**src/design/fvu_pkg.sv**
```systemverilog
// ----------------------------------------------------------------------------
// fvu_pkg: shared types and constants of the fly camera view update unit
// Word layouts, fixed-point constants, CORDIC arctangent table and the
// micro-op program that drives the shared multiplier.
// ----------------------------------------------------------------------------
package fvu_pkg;

  // Datapath widths
  localparam int unsigned OpW   = 34;  // multiplier operand, signed
  localparam int unsigned RegW  = 36;  // scratch registers, signed
  localparam int unsigned ModW  = 37;  // yaw reduction, unsigned
  localparam int unsigned CordicSteps = 20;

  typedef logic signed [OpW-1:0]  opnd_t;
  typedef logic signed [RegW-1:0] reg_t;

  // Angles in Q16.16 degrees
  localparam logic signed [31:0] Deg90    = 32'sd5898240;
  localparam logic signed [31:0] Deg180   = 32'sd11796480;
  localparam logic signed [31:0] Deg360   = 32'sd23592960;
  localparam logic signed [31:0] PitchLim = 32'sd5897585;
  localparam logic signed [OpW-1:0] CordicK = 34'sd652032874;
  localparam logic signed [31:0] OneQ16   = 32'sd65536;

  // Item kinds, button codes and register indexes
  localparam logic       KindAxes   = 1'b0;
  localparam logic       KindButton = 1'b1;
  localparam logic [1:0] BtnPos     = 2'd1;
  localparam logic [1:0] BtnAngles  = 2'd2;
  localparam logic       CfgTurn    = 1'b0;
  localparam logic       CfgMove    = 1'b1;

  typedef struct packed {
    logic              kind;
    logic [1:0]        button;
    logic [15:0]       dt;
    logic signed [15:0] axis_rx;
    logic signed [15:0] axis_ry;
    logic signed [15:0] axis_lx;
    logic signed [15:0] axis_ly;
    logic signed [15:0] trigger_left;
    logic signed [15:0] trigger_right;
  } in_word_t;

  typedef struct packed {
    logic [1:0]         column;
    logic signed [31:0] elem_x;
    logic signed [31:0] elem_y;
    logic signed [31:0] elem_z;
    logic signed [31:0] elem_w;
    logic               last;
  } out_word_t;

  typedef enum logic [3:0] {
    ST_IDLE, ST_MUL, ST_ACC, ST_ANGLE, ST_MOD, ST_CORP, ST_WAITP,
    ST_CORY, ST_WAITY, ST_SAT, ST_OUT
  } state_e;

  // Operand and destination codes of the scratch datapath
  typedef enum logic [5:0] {
    OP_RY, OP_RX, OP_LY, OP_LX, OP_TRL, OP_DT, OP_TS, OP_MS, OP_ONE,
    OP_POS0, OP_POS1, OP_POS2,
    OP_PA, OP_YA, OP_M1, OP_M2, OP_M3,
    OP_SP, OP_CP, OP_SY, OP_CY,
    OP_F0, OP_F2, OP_F0H, OP_F1H, OP_F2H,
    OP_UP0, OP_UP1, OP_UP2,
    OP_NP0, OP_NP1, OP_NP2,
    OP_U0, OP_U1, OP_U2,
    OP_SH0, OP_SH2,
    OP_TX, OP_TY, OP_TZ
  } opnd_e;

  // Rounding shift after a product (nearest, ties away from zero)
  typedef enum logic [2:0] {SH_0, SH_14, SH_16, SH_23, SH_30} sh_e;

  // How the rounded product lands in the destination
  typedef enum logic [1:0] {MD_SET, MD_NSET, MD_ADD, MD_SUB} mode_e;

  typedef struct packed {
    opnd_e a;
    opnd_e b;
    sh_e   sh;
    mode_e md;
    opnd_e dst;
  } uop_t;

  typedef struct packed {
    logic  go;
    opnd_t a;
    opnd_t b;
    sh_e   sh;
  } mul_req_t;

  typedef struct packed {
    logic               start;
    logic signed [31:0] angle;
  } cor_req_t;

  typedef struct packed {
    logic  done;
    opnd_t sin_v;
    opnd_t cos_v;
  } cor_res_t;

  // Program phase ends: rates, then vectors and moves, then matrix
  localparam logic [5:0] StepLastA = 6'd9;
  localparam logic [5:0] StepLastB = 6'd29;
  localparam logic [5:0] StepLastC = 6'd46;

  function automatic uop_t uop_at(input logic [5:0] idx);
    uop_t u;
    u = '{OP_ONE, OP_ONE, SH_0, MD_SET, OP_PA};
    unique case (idx)
      // stick times dt
      6'd0:  u = '{OP_RY,  OP_DT,   SH_0,  MD_SET,  OP_PA};
      6'd1:  u = '{OP_RX,  OP_DT,   SH_0,  MD_SET,  OP_YA};
      6'd2:  u = '{OP_LY,  OP_DT,   SH_0,  MD_SET,  OP_M1};
      6'd3:  u = '{OP_LX,  OP_DT,   SH_0,  MD_SET,  OP_M2};
      6'd4:  u = '{OP_TRL, OP_DT,   SH_0,  MD_SET,  OP_M3};
      // times speed
      6'd5:  u = '{OP_PA,  OP_TS,   SH_23, MD_SET,  OP_PA};
      6'd6:  u = '{OP_YA,  OP_TS,   SH_23, MD_SET,  OP_YA};
      6'd7:  u = '{OP_M1,  OP_MS,   SH_23, MD_SET,  OP_M1};
      6'd8:  u = '{OP_M2,  OP_MS,   SH_23, MD_SET,  OP_M2};
      6'd9:  u = '{OP_M3,  OP_MS,   SH_23, MD_SET,  OP_M3};
      // forward vector, f1 is sin pitch
      6'd10: u = '{OP_CP,  OP_CY,   SH_30, MD_SET,  OP_F0};
      6'd11: u = '{OP_CP,  OP_SY,   SH_30, MD_SET,  OP_F2};
      6'd12: u = '{OP_F0,  OP_ONE,  SH_14, MD_SET,  OP_F0H};
      6'd13: u = '{OP_SP,  OP_ONE,  SH_14, MD_SET,  OP_F1H};
      6'd14: u = '{OP_F2,  OP_ONE,  SH_14, MD_SET,  OP_F2H};
      // up = f x right, right = (-f2, 0, f0)
      6'd15: u = '{OP_SP,  OP_F0,   SH_30, MD_SET,  OP_UP0};
      6'd16: u = '{OP_F2,  OP_F2,   SH_30, MD_NSET, OP_UP1};
      6'd17: u = '{OP_F0,  OP_F0,   SH_30, MD_SUB,  OP_UP1};
      6'd18: u = '{OP_SP,  OP_F2,   SH_30, MD_SET,  OP_UP2};
      6'd19: u = '{OP_UP0, OP_ONE,  SH_14, MD_SET,  OP_UP0};
      6'd20: u = '{OP_UP1, OP_ONE,  SH_14, MD_SET,  OP_UP1};
      6'd21: u = '{OP_UP2, OP_ONE,  SH_14, MD_SET,  OP_UP2};
      // position moves
      6'd22: u = '{OP_M1,  OP_F2H,  SH_16, MD_ADD,  OP_NP0};
      6'd23: u = '{OP_M2,  OP_F0H,  SH_16, MD_SUB,  OP_NP0};
      6'd24: u = '{OP_M3,  OP_UP0,  SH_16, MD_ADD,  OP_NP0};
      6'd25: u = '{OP_M2,  OP_F1H,  SH_16, MD_SUB,  OP_NP1};
      6'd26: u = '{OP_M3,  OP_UP1,  SH_16, MD_ADD,  OP_NP1};
      6'd27: u = '{OP_M1,  OP_F0H,  SH_16, MD_SUB,  OP_NP2};
      6'd28: u = '{OP_M2,  OP_F2H,  SH_16, MD_SUB,  OP_NP2};
      6'd29: u = '{OP_M3,  OP_UP2,  SH_16, MD_ADD,  OP_NP2};
      // u = s x f with s = (sy, 0, -cy)
      6'd30: u = '{OP_CY,  OP_SP,   SH_30, MD_SET,  OP_U0};
      6'd31: u = '{OP_CY,  OP_F0,   SH_30, MD_NSET, OP_U1};
      6'd32: u = '{OP_SY,  OP_F2,   SH_30, MD_SUB,  OP_U1};
      6'd33: u = '{OP_SY,  OP_SP,   SH_30, MD_SET,  OP_U2};
      6'd34: u = '{OP_SY,  OP_ONE,  SH_14, MD_SET,  OP_SH0};
      6'd35: u = '{OP_CY,  OP_ONE,  SH_14, MD_NSET, OP_SH2};
      // translation column
      6'd36: u = '{OP_SY,  OP_POS0, SH_30, MD_NSET, OP_TX};
      6'd37: u = '{OP_CY,  OP_POS2, SH_30, MD_ADD,  OP_TX};
      6'd38: u = '{OP_U0,  OP_POS0, SH_30, MD_NSET, OP_TY};
      6'd39: u = '{OP_U1,  OP_POS1, SH_30, MD_SUB,  OP_TY};
      6'd40: u = '{OP_U2,  OP_POS2, SH_30, MD_SUB,  OP_TY};
      6'd41: u = '{OP_F0,  OP_POS0, SH_30, MD_SET,  OP_TZ};
      6'd42: u = '{OP_SP,  OP_POS1, SH_30, MD_ADD,  OP_TZ};
      6'd43: u = '{OP_F2,  OP_POS2, SH_30, MD_ADD,  OP_TZ};
      // u to Q16.16 last, after the dot products used it
      6'd44: u = '{OP_U0,  OP_ONE,  SH_14, MD_SET,  OP_U0};
      6'd45: u = '{OP_U1,  OP_ONE,  SH_14, MD_SET,  OP_U1};
      6'd46: u = '{OP_U2,  OP_ONE,  SH_14, MD_SET,  OP_U2};
      default: u = '{OP_ONE, OP_ONE, SH_0, MD_SET, OP_PA};
    endcase
    return u;
  endfunction

  // CORDIC arctangent of 2^-i in Q16.16 degrees
  function automatic logic [21:0] cordic_atan(input logic [4:0] i);
    logic [21:0] a;
    a = '0;
    unique case (i)
      5'd0:  a = 22'd2949120;
      5'd1:  a = 22'd1740967;
      5'd2:  a = 22'd919879;
      5'd3:  a = 22'd466945;
      5'd4:  a = 22'd234379;
      5'd5:  a = 22'd117304;
      5'd6:  a = 22'd58666;
      5'd7:  a = 22'd29335;
      5'd8:  a = 22'd14668;
      5'd9:  a = 22'd7334;
      5'd10: a = 22'd3667;
      5'd11: a = 22'd1833;
      5'd12: a = 22'd917;
      5'd13: a = 22'd458;
      5'd14: a = 22'd229;
      5'd15: a = 22'd115;
      5'd16: a = 22'd57;
      5'd17: a = 22'd29;
      5'd18: a = 22'd14;
      5'd19: a = 22'd7;
      default: a = '0;
    endcase
    return a;
  endfunction

  // Saturate to signed 32 bits
  function automatic logic signed [31:0] sat32(input reg_t v);
    logic signed [31:0] r;
    if (v > reg_t'(32'sh7FFFFFFF)) begin
      r = 32'sh7FFFFFFF;
    end else if (v < reg_t'(-33'sh80000000)) begin
      r = -32'sh80000000;
    end else begin
      r = v[31:0];
    end
    return r;
  endfunction

endpackage

```
**src/design/fvu_mulrnd.sv**
```systemverilog
// ----------------------------------------------------------------------------
// fvu_mulrnd: shared multiplier with rounding shift
// Registers a 34x34 signed product, then rounds it to nearest with ties
// away from zero by the requested shift.
// ----------------------------------------------------------------------------
module fvu_mulrnd (
  input  logic              clk_i,
  input  fvu_pkg::mul_req_t req_i,
  output fvu_pkg::reg_t     res_o
);
  import fvu_pkg::*;

  localparam int unsigned PW = 2 * OpW;

  logic signed [PW-1:0] prod_q;
  sh_e                  sh_q;

  // Product register
  always_ff @(posedge clk_i) begin
    if (req_i.go) begin
      prod_q <= req_i.a * req_i.b;
      sh_q   <= req_i.sh;
    end
  end

  // Round on magnitude, then restore sign
  logic          neg;
  logic [PW-1:0] mag;
  logic [PW-1:0] half;
  logic [4:0]    shamt;
  logic [PW-1:0] shifted;
  logic [PW-1:0] signed_r;

  always_comb begin
    unique case (sh_q)
      SH_0:    shamt = 5'd0;
      SH_14:   shamt = 5'd14;
      SH_16:   shamt = 5'd16;
      SH_23:   shamt = 5'd23;
      SH_30:   shamt = 5'd30;
      default: shamt = 5'd0;
    endcase
    neg      = prod_q[PW-1];
    mag      = neg ? PW'(-prod_q) : PW'(prod_q);
    half     = (shamt == 5'd0) ? '0 : (PW'(1) << (shamt - 5'd1));
    shifted  = (mag + half) >> shamt;
    signed_r = neg ? -shifted : shifted;
  end

  assign res_o = signed_r[RegW-1:0];

endmodule
```
**config.mk**
```make
export PLATFORM = sky130hd
export DESIGN_NAME = fvu_mulrnd
export DESIGN_NICKNAME = d
export VERILOG_FILES = /design/src/design/fvu_pkg.sv /design/src/design/fvu_mulrnd.sv
export SDC_FILE = /design/constraint.sdc
export NUM_CORES = 2
export LEC_CHECK = 0
export ABC_CLOCK_PERIOD_IN_PS = 23000
export BUFFER_PORTS_ARGS = -buffer_cell sky130_fd_sc_hd__buf_2
export CAP_MARGIN = 20
export CORE_MARGIN = 1
export CORE_UTILIZATION = 65
export DETAILED_ROUTE_END_ITERATION = 10
export PLACE_DENSITY = 0.91
export SETUP_SLACK_MARGIN = 0.4
export SYNTH_ARGS = -nofsm -noshare
export SYNTH_HDL_FRONTEND = slang
export SYNTH_SLANG_ARGS = --single-unit
```
**constraint.sdc**
```tcl
create_clock -name clk_i -period 23 [get_ports clk_i]
set_input_delay 4.6 -clock clk_i [delete_from_list [all_inputs] [get_ports clk_i]]
set_output_delay 4.6 -clock clk_i [all_outputs]
set_load 0.05 [all_outputs]
```
==> results.json <==
{
  "final_common_cell": "fa_1",
  "start_util_pct": 66.0,
  "cts_sinks": 70,
  "rsz0062_at_grt": "no",
  "wire_per_inst_um": 23.0,
  "crit_path_start_kind": "flip-flop",
  "port_buffers": 108,
  "die_h_um": 278,
  "grt_max_degree": 87,
  "dpl.hpwl_mm": 113,
  "cts_hold_buf": 0,
  "drive_above_1_share_pct": 4.05,
  "ioPinCount": 109,
  "async_reset_ff_share_pct": 0,
  "setup_ws_ns": 9.01,
  "timing.setup.tns_ns": 0,
  "final_cell_count_no_fill": 6330,
  "status": "complete, no violations",
  "synth_seq_area_share_pct": 4.26,
  "hp-class": "input port to flip-flop",
  "ys_ff_latch": 70,
  "place.gp.congestion": 0.997,
  "h-tree-depth": 3,
  "wirelength_mm": 145,
  "worstSetupEndpointType": "output pin",
  "layout.nets": 6908,
  "cp_max_fo": 16,
  "worst_pin_slew_ns": 1.12,
  "grt_antenna_before_repair": 8,
  "clkTransAtPathRegs_ns": 0.07,
  "yosys_warnings": 0,
  "avgSynthCellArea_um2": 9.07,
  "core_um2": 74800,
  "maxCapViolCount": 0,
  "synth_ff_type": "edfxtp_1",
  "finalCritPeriodShare_pct": 60.8,
  "drt_pass1_iterations": 10,
  "vias_per_cell": 6.28,
  "clk_path_buf_depth": 2,
  "drtAntennaViolNets": 0,
  "synth.distinct_cells": 95,
  "hold_viol": 0,
  "path_class": "flip-flop to output pin",
  "fillers": 5432,
  "area.growth.synth_to_final_pct": 2.82,
  "slew_violations": 0,
  "slew_headroom_pct": 25.6,
  "cts-root-buf": "clkbuf_16",
  "fmax_mhz": 71.5,
  "grt_pass1_wl_mm": 232,
  "dp_cells": 6310,
  "final_cell_mix": "fa_1 (1242), inv_1 (1151), nand2_1 (832)",
  "cts_tree": "done",
  "critPathRequiredTime_ns": 18.40,
  "synth_edf_count": 70,
  "grt-ovfl-total": 0,
  "worstPathArrival_ns": 9.39,
  "rows": 100,
  "grt_usage_pct": 38.9,
  "period_needed_ns": 13.99,
  "cts_setup_buffers": 0,
  "syn_area_um2": 49400,
  "post_cts_resized": 0,
  "drc_errors": 0,
  "numCtsBuffers": 9,
  "grt_pass1_vias": 44500,
  "preCtsSetupSlack_ns": 9.45,
  "die_w_um": 278,
  "drt-initial-drc-count": 4086,
  "vias": 39700,
  "syn_inst": 5447,
  "setup_viol": 0,
  "die_area_um2": 77100
}
[state kept, by name, summed over array words and instances, names as in the netlist]
register  count
prod_q       67
sh_q          3
[synthesized netlist by cell type, types with 21 or more instances]
| cell | number | area [um2] |
|---|---|---|
| inv_1 | 1151 | 4320 |
| nand2_1 | 832 | 3120 |
| xor2_1 | 63 | 552 |
| nor2_1 | 161 | 604 |
| o21ai_0 | 87 | 435 |
| fa_1 | 1242 | 24900 |
| ha_1 | 240 | 3000 |
| clkbuf_1 | 263 | 987 |
| a21oi_1 | 121 | 606 |
| nand4_1 | 29 | 181 |
| or3_1 | 21 | 131 |
| a21o_1 | 54 | 405 |
| nand2b_1 | 28 | 175 |
| nor3_1 | 30 | 150 |
| and2_1 | 442 | 2770 |
| a31oi_1 | 21 | 131 |
| xnor2_1 | 158 | 1380 |
| o31ai_1 | 35 | 263 |
| edfxtp_1 | 70 | 2100 |
| nand3_1 | 47 | 235 |
[metrics by stage]
step	area, um2	util (%)	hold WS, ns
6_report	50800	67.9	4.42
5_1_grt	50800	67.8	4.42
4_1_cts	50700	67.8	4.41
3_5_place_dp	50500	67.4	4.78
3_3_place_gp	50400	67.4	4.79
2_1_floorplan	49500	-	4.70
[kinds of logic (layout without fill, tap and decap cells)]
group,count (synthesis),count (layout),synth area share [%]
AOI/OAI and AO/OA,520,520,7.32
xor gates and xnor gates,221,221,3.92
adders and majority gates,1482,1482,56.4
buffers and inverters,1426,1316,10.9
DFF,70,70,4.26
muxes,16,16,0.355
other,2,26,0.0152
and+or+nand+nor,1710,1710,16.8
[layout make-up]
cell class | count | area, um2 | share of cell area, %
Inverter | 1153 | 4330 | 8.52
Tap cell | 969 | 1210 | 2.39
Antenna cell | 3 | 7.51 | 0.0148
Multi-Input combinational cell | 3972 | 42000 | 82.7
Clock buffer | 9 | 225 | 0.444
Timing Repair Buffer | 147 | 856 | 1.69
Clock inverter | 7 | 55.1 | 0.108
Sequential cell | 70 | 2100 | 4.14
[critical path, stage by stage, from the launching register on]
cell	delay, ns
edfxtp_1	0.79
inv_1	0.42
nor2_1	0.52
nand2_1	0.46
nand2_1	0.51
inv_1	0.29
ha_1	0.29
and2_1	0.17
ha_1	0.41
and4_1	0.28
nand4_1	0.16
o21bai_1	0.13
o31ai_1	0.09
buf_4	0.18
o311ai_1	0.73
a21oi_1	0.17
xnor2_1	0.69
o32ai_1	0.33
a211oi_1	0.38
nand3_1	0.24
nor4_2	0.70
nand4_2	0.25
o31ai_1	0.30
xor2_1	0.21
buf_2	0.30
[final timing paths]
check / start / to / slack (ns) / cells after the start
max: sh_q[0]$_DFFE_PP_ / res_o[30] / 9.01 / 24
min: req_i[1] / sh_q[1]$_DFFE_PP_ / 4.42 / 1
[per-layer routing]
metal  up-vias  routed length (um)  GRT usage [%]
met5         -                  50              0
met4         8               10200           23.5
met3       893               17800           10.0
met2      2771               69200           63.9
met1     19800               48200           46.3
li1      16200                   -              -
Power is not shown: default switching activity piles up to over one toggle a cycle in this logic, so the estimate is an artifact.
